**src/mpfgb_pkg.sv**
```systemverilog
// ----------------------------------------------------------------------------
// mpfgb_pkg
// shared types, codes and defaults of the glyph blitter
// ----------------------------------------------------------------------------
`timescale 1ns / 1ps
`default_nettype none

package mpfgb_pkg;

  localparam int DEF_PANEL_WIDTH  = 96;
  localparam int DEF_PANEL_HEIGHT = 32;

  localparam int S_TDATA_W   = 40;
  localparam int S_TUSER_W   = 3;
  localparam int M_TDATA_W   = 16;
  localparam int CFG_INDEX_W = 3;
  localparam int CFG_DATA_W  = 6;
  localparam int QUEUE_DEPTH = 2;

  localparam logic [2:0] CFG_NARROW_WIDTH  = 3'd0;
  localparam logic [2:0] CFG_NARROW_HEIGHT = 3'd1;
  localparam logic [2:0] CFG_WIDE_WIDTH    = 3'd2;
  localparam logic [2:0] CFG_WIDE_HEIGHT   = 3'd3;
  localparam logic [2:0] CFG_BG_FILL       = 3'd4;

  localparam logic [2:0] FUNC_POINT = 3'd0;
  localparam logic [2:0] FUNC_BEGIN = 3'd1;
  localparam logic [2:0] FUNC_BYTE  = 3'd2;
  localparam logic [2:0] FUNC_READ  = 3'd3;
  localparam logic [2:0] FUNC_CLEAR = 3'd4;

  localparam logic [4:0] RST_NARROW_WIDTH  = 5'd8;
  localparam logic [5:0] RST_NARROW_HEIGHT = 6'd16;
  localparam logic [4:0] RST_WIDE_WIDTH    = 5'd16;
  localparam logic [5:0] RST_WIDE_HEIGHT   = 6'd16;

  typedef enum logic [1:0] {
    OP_NONE,
    OP_PIXELS,
    OP_READ,
    OP_CLEAR
  } op_t;

  typedef struct packed {
    op_t        op;
    logic [7:0] x;
    logic [7:0] y;
    logic [7:0] bits;
    logic [3:0] count;
    logic       wr_zero;
    logic       done;
    logic       status;
  } cmd_t;

  typedef struct packed {
    logic       status;
    logic       done;
    logic [7:0] read_data;
  } res_t;

  typedef struct packed {
    logic full;
    logic empty;
  } q_status_t;

  typedef enum logic [2:0] {
    BK_INIT,
    BK_IDLE,
    BK_PIX,
    BK_MOD,
    BK_READ,
    BK_CLR,
    BK_FIN
  } bk_state_t;

endpackage

`default_nettype wire

```
**src/mpfgb_front.sv**
```systemverilog
// ----------------------------------------------------------------------------
// mpfgb_front
// accepts beats, holds config and glyph cursor, emits commands to the queue
// ----------------------------------------------------------------------------
`timescale 1ns / 1ps
`default_nettype none

module mpfgb_front #(
  parameter int PANEL_WIDTH  = mpfgb_pkg::DEF_PANEL_WIDTH,
  parameter int PANEL_HEIGHT = mpfgb_pkg::DEF_PANEL_HEIGHT
) (
  input  wire logic                               clk,
  input  wire logic                               rst,
  input  wire logic                               cfg_we,
  input  wire logic [mpfgb_pkg::CFG_INDEX_W-1:0]  cfg_index,
  input  wire logic [mpfgb_pkg::CFG_DATA_W-1:0]   cfg_data,
  input  wire logic                               s_tvalid,
  output logic                                    s_tready,
  input  wire logic [mpfgb_pkg::S_TDATA_W-1:0]    s_tdata,
  input  wire logic [mpfgb_pkg::S_TUSER_W-1:0]    s_tuser,
  input  wire logic                               init_busy,
  input  wire mpfgb_pkg::q_status_t               q_status,
  output logic                                    q_push,
  output mpfgb_pkg::cmd_t                         q_cmd
);

  localparam int PAGE_COUNT = (PANEL_HEIGHT + 7) / 8;

  logic [4:0] narrow_width, wide_width;
  logic [5:0] narrow_height, wide_height;
  logic       bg_fill;

  logic [7:0] origin_x, origin_x_next;
  logic [7:0] origin_y, origin_y_next;
  logic [4:0] cursor_column, cursor_column_next;
  logic [5:0] cursor_row, cursor_row_next;
  logic       size_is_wide, size_is_wide_next;
  logic       glyph_active, glyph_active_next;

  logic [7:0] pos_x, pos_y, glyph_byte;
  logic       pixel_color, wide_glyph;
  logic [1:0] read_page;
  logic [6:0] read_column;

  logic [4:0] cur_w, sel_w, col_gap, col_sum;
  logic [5:0] cur_h, sel_h, row_inc;
  logic [3:0] n;
  logic       row_end;

  assign pos_x       = s_tdata[7:0];
  assign pos_y       = s_tdata[15:8];
  assign pixel_color = s_tdata[16];
  assign wide_glyph  = s_tdata[17];
  assign glyph_byte  = s_tdata[25:18];
  assign read_page   = s_tdata[27:26];
  assign read_column = s_tdata[34:28];

  assign s_tready = !init_busy && !q_status.full;
  assign q_push   = s_tvalid && s_tready;

  always_ff @(posedge clk) begin
    if (rst) begin
      narrow_width  <= mpfgb_pkg::RST_NARROW_WIDTH;
      narrow_height <= mpfgb_pkg::RST_NARROW_HEIGHT;
      wide_width    <= mpfgb_pkg::RST_WIDE_WIDTH;
      wide_height   <= mpfgb_pkg::RST_WIDE_HEIGHT;
      bg_fill       <= 1'b0;
    end else if (cfg_we) begin
      unique case (cfg_index)
        mpfgb_pkg::CFG_NARROW_WIDTH:  narrow_width  <= cfg_data[4:0];
        mpfgb_pkg::CFG_NARROW_HEIGHT: narrow_height <= cfg_data[5:0];
        mpfgb_pkg::CFG_WIDE_WIDTH:    wide_width    <= cfg_data[4:0];
        mpfgb_pkg::CFG_WIDE_HEIGHT:   wide_height   <= cfg_data[5:0];
        mpfgb_pkg::CFG_BG_FILL:       bg_fill       <= cfg_data[0];
        default: ;
      endcase
    end
  end

  always_comb begin
    cur_w   = size_is_wide ? wide_width : narrow_width;
    cur_h   = size_is_wide ? wide_height : narrow_height;
    sel_w   = wide_glyph ? wide_width : narrow_width;
    sel_h   = wide_glyph ? wide_height : narrow_height;
    col_gap = cur_w - cursor_column;
    if (cursor_column >= cur_w) begin
      n = 4'd0;
    end else if (col_gap > 5'd8) begin
      n = 4'd8;
    end else begin
      n = col_gap[3:0];
    end
    col_sum = cursor_column + {1'b0, n};
    row_end = (n == 4'd0) || (col_sum >= cur_w);
    row_inc = cursor_row + 6'd1;
  end

  always_comb begin
    origin_x_next      = origin_x;
    origin_y_next      = origin_y;
    cursor_column_next = cursor_column;
    cursor_row_next    = cursor_row;
    size_is_wide_next  = size_is_wide;
    glyph_active_next  = glyph_active;
    q_cmd              = '0;
    q_cmd.op           = mpfgb_pkg::OP_NONE;
    unique case (s_tuser)
      mpfgb_pkg::FUNC_POINT: begin
        q_cmd.op      = mpfgb_pkg::OP_PIXELS;
        q_cmd.x       = pos_x;
        q_cmd.y       = pos_y;
        q_cmd.bits    = {pixel_color, 7'd0};
        q_cmd.count   = 4'd1;
        q_cmd.wr_zero = 1'b1;
      end
      mpfgb_pkg::FUNC_BEGIN: begin
        origin_x_next      = pos_x;
        origin_y_next      = pos_y;
        size_is_wide_next  = wide_glyph;
        cursor_column_next = 5'd0;
        cursor_row_next    = 6'd0;
        glyph_active_next  = (sel_w != 5'd0) && (sel_h != 6'd0);
        q_cmd.done         = (sel_w == 5'd0) || (sel_h == 6'd0);
      end
      mpfgb_pkg::FUNC_BYTE: begin
        if (!glyph_active) begin
          q_cmd.status = 1'b1;
        end else begin
          q_cmd.op      = mpfgb_pkg::OP_PIXELS;
          q_cmd.x       = origin_x + {3'd0, cursor_column};
          q_cmd.y       = origin_y + {2'd0, cursor_row};
          q_cmd.bits    = glyph_byte;
          q_cmd.count   = n;
          q_cmd.wr_zero = bg_fill;
          cursor_column_next = col_sum;
          if (row_end) begin
            cursor_column_next = 5'd0;
            cursor_row_next    = row_inc;
            if (row_inc >= cur_h) begin
              glyph_active_next = 1'b0;
              cursor_row_next   = 6'd0;
              q_cmd.done        = 1'b1;
            end
          end
        end
      end
      mpfgb_pkg::FUNC_READ: begin
        if (({4'd0, read_page} < 6'(PAGE_COUNT)) &&
            ({2'd0, read_column} < 9'(PANEL_WIDTH))) begin
          q_cmd.op = mpfgb_pkg::OP_READ;
          q_cmd.x  = {1'b0, read_column};
          q_cmd.y  = {3'd0, read_page, 3'd0};
        end else begin
          q_cmd.status = 1'b1;
        end
      end
      mpfgb_pkg::FUNC_CLEAR: begin
        q_cmd.op = mpfgb_pkg::OP_CLEAR;
      end
      default: begin
        q_cmd.status = 1'b1;
      end
    endcase
  end

  always_ff @(posedge clk) begin
    if (rst) begin
      origin_x      <= 8'd0;
      origin_y      <= 8'd0;
      cursor_column <= 5'd0;
      cursor_row    <= 6'd0;
      size_is_wide  <= 1'b0;
      glyph_active  <= 1'b0;
    end else if (q_push) begin
      origin_x      <= origin_x_next;
      origin_y      <= origin_y_next;
      cursor_column <= cursor_column_next;
      cursor_row    <= cursor_row_next;
      size_is_wide  <= size_is_wide_next;
      glyph_active  <= glyph_active_next;
    end
  end

endmodule

`default_nettype wire

```
**src/mpfgb_queue.sv**
```systemverilog
// ----------------------------------------------------------------------------
// mpfgb_queue
// short command fifo between front and back
// ----------------------------------------------------------------------------
`timescale 1ns / 1ps
`default_nettype none

module mpfgb_queue (
  input  wire logic                   clk,
  input  wire logic                   rst,
  input  wire logic                   push,
  input  wire mpfgb_pkg::cmd_t        push_cmd,
  input  wire logic                   pop,
  output mpfgb_pkg::cmd_t             head,
  output mpfgb_pkg::q_status_t        q_status
);

  localparam int DEPTH = mpfgb_pkg::QUEUE_DEPTH;
  localparam int PW    = (DEPTH > 1) ? $clog2(DEPTH) : 1;

  mpfgb_pkg::cmd_t entries [DEPTH];
  logic [PW-1:0]   wr_ptr, rd_ptr;
  logic [PW:0]     fill;

  assign q_status.full  = (fill == (PW+1)'(DEPTH));
  assign q_status.empty = (fill == '0);
  assign head           = entries[rd_ptr];

  always_ff @(posedge clk) begin
    if (push) begin
      entries[wr_ptr] <= push_cmd;
    end
  end

  always_ff @(posedge clk) begin
    if (rst) begin
      wr_ptr <= '0;
      rd_ptr <= '0;
      fill   <= '0;
    end else begin
      if (push) begin
        wr_ptr <= (wr_ptr == PW'(DEPTH - 1)) ? '0 : wr_ptr + 1'b1;
      end
      if (pop) begin
        rd_ptr <= (rd_ptr == PW'(DEPTH - 1)) ? '0 : rd_ptr + 1'b1;
      end
      if (push && !pop) begin
        fill <= fill + 1'b1;
      end else if (pop && !push) begin
        fill <= fill - 1'b1;
      end
    end
  end

endmodule

`default_nettype wire

```
**src/mpfgb_back.sv**
```systemverilog
// ----------------------------------------------------------------------------
// mpfgb_back
// frame memory sequencer: pixel read-modify-write, read back, clear
// ----------------------------------------------------------------------------
`timescale 1ns / 1ps
`default_nettype none

module mpfgb_back #(
  parameter int PANEL_WIDTH  = mpfgb_pkg::DEF_PANEL_WIDTH,
  parameter int PANEL_HEIGHT = mpfgb_pkg::DEF_PANEL_HEIGHT
) (
  input  wire logic                 clk,
  input  wire logic                 rst,
  input  wire mpfgb_pkg::q_status_t q_status,
  input  wire mpfgb_pkg::cmd_t      q_head,
  output logic                      q_pop,
  output logic                      init_busy,
  output logic                      m_valid,
  input  wire logic                 m_ready,
  output mpfgb_pkg::res_t           m_res
);

  localparam int PAGE_COUNT = (PANEL_HEIGHT + 7) / 8;
  localparam int STORE_SIZE = PAGE_COUNT * PANEL_WIDTH;
  localparam int AW         = $clog2(STORE_SIZE);

  mpfgb_pkg::bk_state_t state, state_next;
  mpfgb_pkg::cmd_t      cmd;

  logic [7:0]    mem [STORE_SIZE];
  logic [7:0]    mem_q;
  logic          mem_re, mem_we;
  logic [AW-1:0] mem_waddr;
  logic [7:0]    mem_wdata;

  logic [AW-1:0] clr_addr, pix_addr;
  logic          clr_last;
  logic [3:0]    bit_idx;
  logic [7:0]    px, shifted;
  logic [7:0]    row_mask;
  logic          cur_bit, in_panel, need_write, pix_end, out_free, load_out;

  assign px         = cmd.x + {5'd0, bit_idx[2:0]};
  assign shifted    = cmd.bits << bit_idx[2:0];
  assign cur_bit    = shifted[7];
  assign in_panel   = ({1'b0, px} < 9'(PANEL_WIDTH)) && ({1'b0, cmd.y} < 9'(PANEL_HEIGHT));
  assign need_write = in_panel && (cur_bit || cmd.wr_zero);
  assign pix_end    = (bit_idx == cmd.count);
  assign pix_addr   = AW'(int'(cmd.y[7:3]) * PANEL_WIDTH + int'(px));
  assign row_mask   = 8'd1 << cmd.y[2:0];
  assign clr_last   = (clr_addr == AW'(STORE_SIZE - 1));
  assign out_free   = !m_valid || m_ready;
  assign init_busy  = (state == mpfgb_pkg::BK_INIT);

  always_comb begin
    state_next = state;
    unique case (state)
      mpfgb_pkg::BK_INIT: begin
        if (clr_last) state_next = mpfgb_pkg::BK_IDLE;
      end
      mpfgb_pkg::BK_IDLE: begin
        if (!q_status.empty) begin
          unique case (q_head.op)
            mpfgb_pkg::OP_NONE:   state_next = mpfgb_pkg::BK_FIN;
            mpfgb_pkg::OP_PIXELS: state_next = mpfgb_pkg::BK_PIX;
            mpfgb_pkg::OP_READ:   state_next = mpfgb_pkg::BK_READ;
            mpfgb_pkg::OP_CLEAR:  state_next = mpfgb_pkg::BK_CLR;
          endcase
        end
      end
      mpfgb_pkg::BK_PIX: begin
        if (pix_end) begin
          state_next = mpfgb_pkg::BK_FIN;
        end else if (need_write) begin
          state_next = mpfgb_pkg::BK_MOD;
        end
      end
      mpfgb_pkg::BK_MOD:  state_next = mpfgb_pkg::BK_PIX;
      mpfgb_pkg::BK_READ: state_next = mpfgb_pkg::BK_FIN;
      mpfgb_pkg::BK_CLR: begin
        if (clr_last) state_next = mpfgb_pkg::BK_FIN;
      end
      mpfgb_pkg::BK_FIN: begin
        if (out_free) state_next = mpfgb_pkg::BK_IDLE;
      end
      default: state_next = mpfgb_pkg::BK_IDLE;
    endcase
  end

  always_comb begin
    q_pop     = 1'b0;
    mem_re    = 1'b0;
    mem_we    = 1'b0;
    mem_waddr = pix_addr;
    mem_wdata = 8'd0;
    load_out  = 1'b0;
    unique case (state) inside
      mpfgb_pkg::BK_INIT, mpfgb_pkg::BK_CLR: begin
        mem_we    = 1'b1;
        mem_waddr = clr_addr;
      end
      mpfgb_pkg::BK_IDLE: begin
        q_pop = !q_status.empty;
      end
      mpfgb_pkg::BK_PIX: begin
        mem_re = !pix_end && need_write;
      end
      mpfgb_pkg::BK_MOD: begin
        mem_we    = 1'b1;
        mem_wdata = cur_bit ? (mem_q | row_mask) : (mem_q & ~row_mask);
      end
      mpfgb_pkg::BK_READ: begin
        mem_re = 1'b1;
      end
      mpfgb_pkg::BK_FIN: begin
        load_out = out_free;
      end
      default: ;
    endcase
  end

  always_ff @(posedge clk) begin
    if (mem_we) begin
      mem[mem_waddr] <= mem_wdata;
    end
    if (mem_re) begin
      mem_q <= mem[pix_addr];
    end
  end

  always_ff @(posedge clk) begin
    if (rst) begin
      state    <= mpfgb_pkg::BK_INIT;
      clr_addr <= '0;
      m_valid  <= 1'b0;
    end else begin
      state <= state_next;
      if (state == mpfgb_pkg::BK_INIT || state == mpfgb_pkg::BK_CLR) begin
        clr_addr <= clr_last ? '0 : clr_addr + 1'b1;
      end
      if (load_out) begin
        m_valid <= 1'b1;
      end else if (m_ready) begin
        m_valid <= 1'b0;
      end
    end
  end

  always_ff @(posedge clk) begin
    if (q_pop) begin
      cmd     <= q_head;
      bit_idx <= 4'd0;
    end else if ((state == mpfgb_pkg::BK_PIX && !pix_end && !need_write) ||
                 state == mpfgb_pkg::BK_MOD) begin
      bit_idx <= bit_idx + 4'd1;
    end
    if (load_out) begin
      m_res.status    <= cmd.status;
      m_res.done      <= cmd.done;
      m_res.read_data <= (cmd.op == mpfgb_pkg::OP_READ) ? mem_q : 8'd0;
    end
  end

endmodule

`default_nettype wire

```
**src/mono_page_framebuffer_glyph_blit_top.sv**
```systemverilog
// each beat becomes a queued command; the back end runs one command at a time
//   through its single-port read-modify-write sequencer, visiting glyph pixels in
//   turn: a drawn pixel is read and written back, a skipped one is passed over;
//   the queue takes further beats until it is full; a stalled result holds it
// reset: sync, active high; then a clearing pass over all PAGE_COUNT*PANEL_WIDTH
//   store bytes (384 at 96x32) during which no beat is accepted
// ----------------------------------------------------------------------------
// mono_page_framebuffer_glyph_blit_top
// page organized monochrome frame store with point, read, clear and glyph blit
// ----------------------------------------------------------------------------
`timescale 1ns / 1ps
`default_nettype none

module mono_page_framebuffer_glyph_blit_top #(
  parameter int PANEL_WIDTH  = mpfgb_pkg::DEF_PANEL_WIDTH,
  parameter int PANEL_HEIGHT = mpfgb_pkg::DEF_PANEL_HEIGHT
) (
  input  wire logic                              clk,
  input  wire logic                              rst,
  input  wire logic                              cfg_we,
  input  wire logic [mpfgb_pkg::CFG_INDEX_W-1:0] cfg_index,
  input  wire logic [mpfgb_pkg::CFG_DATA_W-1:0]  cfg_data,
  input  wire logic                              s_tvalid,
  output logic                                   s_tready,
  // pos_x, pos_y, pixel_color, wide_glyph, glyph_byte, read_page, read_column
  input  wire logic [mpfgb_pkg::S_TDATA_W-1:0]   s_tdata,
  // func
  input  wire logic [mpfgb_pkg::S_TUSER_W-1:0]   s_tuser,
  output logic                                   m_tvalid,
  input  wire logic                              m_tready,
  // read_data, glyph_done, status
  output logic [mpfgb_pkg::M_TDATA_W-1:0]        m_tdata
);

  mpfgb_pkg::cmd_t      push_cmd, head;
  mpfgb_pkg::q_status_t q_status;
  mpfgb_pkg::res_t      res;
  logic                 push, pop, init_busy;

  mpfgb_front #(
    .PANEL_WIDTH (PANEL_WIDTH),
    .PANEL_HEIGHT(PANEL_HEIGHT)
  ) u_front (
    .clk      (clk),
    .rst      (rst),
    .cfg_we   (cfg_we),
    .cfg_index(cfg_index),
    .cfg_data (cfg_data),
    .s_tvalid (s_tvalid),
    .s_tready (s_tready),
    .s_tdata  (s_tdata),
    .s_tuser  (s_tuser),
    .init_busy(init_busy),
    .q_status (q_status),
    .q_push   (push),
    .q_cmd    (push_cmd)
  );

  mpfgb_queue u_queue (
    .clk     (clk),
    .rst     (rst),
    .push    (push),
    .push_cmd(push_cmd),
    .pop     (pop),
    .head    (head),
    .q_status(q_status)
  );

  mpfgb_back #(
    .PANEL_WIDTH (PANEL_WIDTH),
    .PANEL_HEIGHT(PANEL_HEIGHT)
  ) u_back (
    .clk      (clk),
    .rst      (rst),
    .q_status (q_status),
    .q_head   (head),
    .q_pop    (pop),
    .init_busy(init_busy),
    .m_valid  (m_tvalid),
    .m_ready  (m_tready),
    .m_res    (res)
  );

  assign m_tdata = {6'd0, res.status, res.done, res.read_data};

endmodule

`default_nettype wire

```
**config.mk**
```make
export PLATFORM = sky130hd
export DESIGN_NAME = mono_page_framebuffer_glyph_blit_top
export DESIGN_NICKNAME = d
export VERILOG_FILES = /design/src/mpfgb_pkg.sv /design/src/mpfgb_front.sv /design/src/mpfgb_queue.sv /design/src/mpfgb_back.sv /design/src/mono_page_framebuffer_glyph_blit_top.sv
export SDC_FILE = /design/constraint.sdc
export NUM_CORES = 2
export LEC_CHECK = 0
export ABC_AREA = 0
export BUFFER_PORTS_ARGS = -buffer_cell sky130_fd_sc_hd__buf_2
export CAP_MARGIN = 25
export CORE_ASPECT_RATIO = 0.7
export CORE_MARGIN = 5
export CORE_UTILIZATION = 35
export CTS_BUF_LIST = sky130_fd_sc_hd__clkbuf_4 sky130_fd_sc_hd__clkbuf_8 sky130_fd_sc_hd__clkbuf_16
export CTS_CLUSTER_DIAMETER = 100
export CTS_CLUSTER_SIZE = 24
export DETAILED_ROUTE_END_ITERATION = 10
export SLEW_MARGIN = 20
export SYNTH_ARGS = -nofsm -noshare
export SYNTH_HDL_FRONTEND = slang
export SYNTH_SLANG_ARGS = --single-unit
```
**constraint.sdc**
```tcl
create_clock -name clk -period 29.8 [get_ports clk]
set_input_delay 5.96 -clock clk [delete_from_list [all_inputs] [get_ports clk]]
set_output_delay 5.96 -clock clk [all_outputs]
set_load 0.03 [all_outputs]
```
## After elaboration in Yosys (flattened, before gate mapping)

Memory sizes are Yosys's and may differ from the RTL's. A register that Yosys moved wholly into a read port is not among the register bits.
Cells that the tools add are included.

- Add/sub/neg operators: 13
- Multiply operators: 1
- Divide/modulo/power cells: 0
- Magnitude comparators: 7
- Equality and inequality tests: 28
- Shift-type cells: 2
- Multiplexer cells: 56
- Bitwise logic cells: 3
- Reduce and logical (&&, ||, !) cells: 50

Operators by type and width:

| cell | count |
|---|---|
| $pmux W16 S3 | 1 |
| $mux W31 | 1 |
| $mux W6 | 5 |
| $pmux W13 S2 | 1 |
| $pmux W3 S7 | 1 |
| $mux W1 | 20 |
| $mux W5 | 4 |
| $eq A3 B2 Y1 const B | 6 |
| $mux W18 | 1 |
| $mux W3 | 6 |
| $mux W9 | 2 |
| $mux W8 | 2 |
| $eq A3 B3 Y1 const B | 5 |
| $reduce_and A2 Y1 | 7 |
| $pmux W3 S4 | 1 |
| $pmux W6 S2 | 1 |
| $ge A5 B5 Y1 | 2 |
| $logic_and A1 B1 Y1 | 10 |
| $ne A2 B1 Y1 const B | 5 |
| $pmux W5 S2 | 1 |
| $add A9 B1 Y9 const B | 1 |
| $add A9 B9 Y9 | 1 |
| $eq A3 B1 Y1 const B | 3 |
| $eq A9 B9 Y1 const B | 1 |
| other kinds (46) | 72 |

- Bits in registers: 116
- Latch bits: 0
- Bits in writable memories: 3,138
- ROM bits: 0
- Input bits: 57
- Output and inout port bits: 18
- Memories kept: 2

Memory list:

| memory | words | width | read ports | clocked after memory_dff | wr ports | RTL line | source |
|---|---|---|---|---|---|---|---|
| u_back.mem | 384 | 8 | 1 | 1 | 1 | mpfgb_back.sv:30 | `logic [7:0] mem [STORE_SIZE];` |
| u_queue.entries | 2 | 33 | 1 | 1 | 1 | mpfgb_queue.sv:21 | `mpfgb_pkg::cmd_t entries [DEPTH];` |

## Depth between registers and ports, before layout

- Depth after elaboration: 11
- Gate-level depth with buffers: 25
- Depth with buffers taken out: 23

## Hierarchy

Synthesis repeated with hierarchy kept, for this count alone.

- Cell total of the unflattened synthesis: 6,376
- Area, all modules: 129,282.7 um^2

Modules (own cells, without submodules):

| module | times used | cells each | area each (um^2) | seq. area each (um^2) |
|---|---|---|---|---|
| mpfgb_back | 1 | 5,792 | 122,986.7 | 94,120.3 |
| mpfgb_front | 1 | 452 | 3,663.5 | 1,041.0 |
| mpfgb_queue | 1 | 125 | 2,583.7 | 2,082.0 |
| mono_page_framebuffer_glyph_blit_top | 1 | 7 | 48.8 | 0.0 |

## Worst setup path after synthesis

No wires, ideal clock.

- Path kind: register to register
- Start point: register u_back.state[0]
- End point: memory u_back.mem[0][1], data pin
- Library setup time: 2,263 ps
- Data arrival time: 11,313 ps
- Required time: 27,537 ps
- Setup slack: 16,225 ps
- Stages on the path, launching flop included: 5
- Buffers on the path: 1
- Period minus slack after synthesis: 13,575 ps
- Path through: dfxtp_1 > clkbuf_1 > nor2b_1 > nand2_1 > a21oi_1

- Longest elaborated chain between the ends: 2

RTL lines:

| element | RTL line | source |
|---|---|---|
| start, declared | mpfgb_back.sv:27 | `mpfgb_pkg::bk_state_t state, state_next;` |
| start signal, assigned | mpfgb_back.sv:133 | `state <= mpfgb_pkg::BK_INIT;` |
| start signal, assigned | mpfgb_back.sv:137 | `state <= state_next;` |
| $eq A3 B2 Y1 (no line) | - |  |
| $mux W8 | mpfgb_back.sv:97 | `unique case (state) inside` |
| via u_back.mem_wdata[1] | mpfgb_back.sv:34 | `logic [7:0] mem_wdata;` |
| end, declared | mpfgb_back.sv:30 |  |

The timed path passes the listed nets, and every way through them passes these cells.

## Worst setup path in the final report

- Start point: register u_back.state[1]
- End point: output port s_tready

- Longest elaborated chain between the ends: 3

RTL lines:

| element | RTL line | source |
|---|---|---|
| $logic_not A3 Y1 | mpfgb_back.sv:53 | `assign init_busy = (state == mpfgb_pkg::BK_INIT);` |
| $logic_not A1 Y1 | mpfgb_front.sv:58 | `assign s_tready = !init_busy && !q_status.full;` |
| $logic_and A1 B1 Y1 | mpfgb_front.sv:58 |  |
| end, declared | mono_page_framebuffer_glyph_blit_top.sv:24 | `output logic s_tready,` |

Every way passes these cells.

==> results.cfg <==
[critical_path]
path_cells = nor3_1 -> a21oi_1 -> buf_2
start_kind = register
slowest_delay_ps = 720
slowest_stage = dfxtp_1
worstSetupPathType = reg -> out
end_kind = output port
arrival_ps = 2280
required_ps = 23840
cp_max_fo = 19

[cts]
cts.reportedPaths.clkPinSlew_ps = 100
cts_buffer_depth = 4
clock-sinks = 3263
cts_root_buf = clkbuf_16
clock_latency_ps = 880
htreeDepth = 4
cts.hold.buffers_added = 0
cts_tree = done
cts_setup_buffers = 0
cts_buffers = 162
cts_resized = 0

[sta]
finalCriticalPeriod_ps = 8240
period_share = 0.276
slew_headroom = 0.221
tns_ps = 0
setup_violations = 0
setup_slack_ps = 21560
rsz0062_at_grt = no
clock.fmax_mhz = 121
finalClockSkew_ps = 48.2
hold_violations = 0
worst_slew_pin_slew_ps = 1170
finalMaxSlewViolations = 0

[grt]
grt_pass1_wl_um = 451000
antenna_found_initial = 19
grt_max_degree = 236
groute.usage.overall = 0.164
grt_pass1_vias = 60000
grt_overflow = 0

[pwr]
power_leakage_nw = 35.8
powerDensity_mw_per_mm2 = 77.0
ir_drop_uv = 81.2

[run_status]
status = finished clean

[drt]
firstDrtPassIters = 5
avgViaCountPerCell = 5.56
drt_first_iter_violations = 8441
postRouteAntennaNets = 0
drc_errors = 0
vias = 61400
drt_wl_total_um = 319000
wl_per_cell_um = 28.9

[floorplan]
die_h_um = 517
num_rows = 186
core_area_sq_mm = 0.366
initial_core_util = 0.351
die_area_sq_mm = 0.379
die_w_um = 734
io_pins = 75

[yosys]
synth.area.top_cells = edfxtp_1, mux4_2, nor2_1
synth-seq-area-share = 0.758
yosysTopAreaCell = edfxtp_1
synth.avg_cell_area_sq_um = 21.0
ys_ff_latch = 3263
syn_area_sq_mm = 0.128
synth_edf_count = 3189
async_reset_ff_frac = 0
yosysTopAreaCellShare = 0.746
ys_types = 71
syn_inst = 6103
synth-main-ff-cell = edfxtp_1
yosys_warnings = 0

[final_layout]
final_common_cell = edfxtp_1
final_util = 0.380
num-nets-final = 6228
area_delta_synth_final_pct = 8.33
layout_common_cells = edfxtp_1, mux4_2, nor2_1
layout-drive-gt1-share = 0.228
nFillCells = 32500

[run]
maxCapViolations = 0

[place]
gp_congestion = 0.829
dp_worst_setup_slack_ps = 21650
portBuffers = 63
hpwl_um = 194000

[hold_path]
hold_class = reg -> reg
per-layer routing:
metal / part of all wire / global-route usage / wire [um]
met5: 0 / 0 / 0
met4: 0.018 / 0.0286 / 5760
met3: 0.11 / 0.0471 / 34900
met2: 0.43 / 0.230 / 136000
met1: 0.45 / 0.255 / 142000
state kept, by name, indices dropped and copies added (netlist names), 2 cells and up, named ones only:
register               flops
u_front.origin_y           8
u_front.wide_height        6
u_back.cmd                33
u_back.m_res              10
u_front.cursor_row         6
u_queue.entries           66
u_front.narrow_height      6
u_back.clr_addr            9
u_back.mem_q               8
u_front.cursor_column      5
u_front.origin_x           8
u_back.mem              3072
u_front.narrow_width       5
u_back.bit_idx             4
u_queue.fill               2
u_front.wide_width         5
u_back.state               3
logic make-up after synthesis:
kind of cell    count (synthesis)  synth area share
simple gates                 1061            0.0349
xor+xnor                       45           0.00319
buf+inv                       386            0.0145
mux                          1018             0.170
fa+ha+maj                      49           0.00519
flops                        3263             0.758
other cells                     1         0.0000292
compound gates                280            0.0144
worst max-delay path, delay by kind of cell (launching register included):
family	cells	cell delay, ps
compound gates	1	310
simple gates	1	110
flops	1	720
buf+inv	1	270
power breakdown:
part           switching (mW)  leakage [nW]  total, mW  internal (mW)
Clock                    1.39          2.17       2.43           1.04
Combinational            1.96          9.06       3.12           1.17
Sequential             0.0407          24.5       5.15           5.11
Total                    3.39          35.8       10.7           7.32
layout make-up:
cell class,instances,area [sq um],share of cell area
clock buffer,186,4290,0.0308
clock inverter,6,95.1,0.000684
tap,4888,6120,0.0440
timing repair buffer,202,1650,0.0119
sequential,3263,97200,0.700
antenna,1,2.50,0.0000180
multi-input combinational,2459,29500,0.212
inverter,34,128,0.000918
path summary, 6_finish.rpt:
check	startpoint	to	slack (ps)	cells after the start
setup reg to reg	u_back.bit_idx[0]$_SDFFE_PP0P_	u_back.mem_q[4]$_DFFE_PP_	22080	12
setup / recovery	u_back.state[1]$_SDFFE_PP0P_	s_tready	21560	3
hold / removal	u_back.cmd[0]$_DFFE_PP_	u_back.m_res[9]$_DFFE_PP_	450	0
hold reg to reg	u_back.cmd[0]$_DFFE_PP_	u_back.m_res[9]$_DFFE_PP_	450	0
through the flow:
stage | std cells | power (mW) | hold WS (ps) | instance area (sq um)
4_1_cts | 11000 | 10.8 | 463 | 139000
2_1_floorplan | 6108 | 7.31 | 400 | 128000
5_1_grt | 11000 | 11.1 | 467 | 139000
3_3_place_gp | 10800 | 8.37 | 417 | 134000
6_report | 11000 | 10.7 | 453 | 139000
3_5_place_dp | 10800 | 8.39 | 422 | 134000
cells in the mapped netlist, types with 4 or more instances:
cell type  instances
o22ai_1           11
o2111ai_1          6
a22oi_1           28
nand2b_1          10
a311oi_1           5
a211oi_1           6
or3_1             11
o211ai_1           5
or4_1              4
o31ai_1            5
a21oi_1           93
buf_4             49
nor3_1            31
buf_2            118
nand3b_1           8
mux4_2           925
mux2i_1           55
nor3b_1            5
buf_6             10
edfxtp_1        3189
a211o_1            5
a31oi_1           15
fa_1               7
nand4_1           19
clkbuf_1         148
buf_1             27
mux2_2            38
xor2_1            18
xnor2_1           25
inv_1             34
o21a_1             4
a2111oi_0          5
ha_1              42
dfxtp_1           74
o21ai_0           32
and3_1            15
nor2b_1           20
a21o_1            17
nor2_1           489
nand3_1          101
a22o_1            12
and2_1            20
nand2_1          322
No activity file was read; power rests on OpenSTA's default activity.
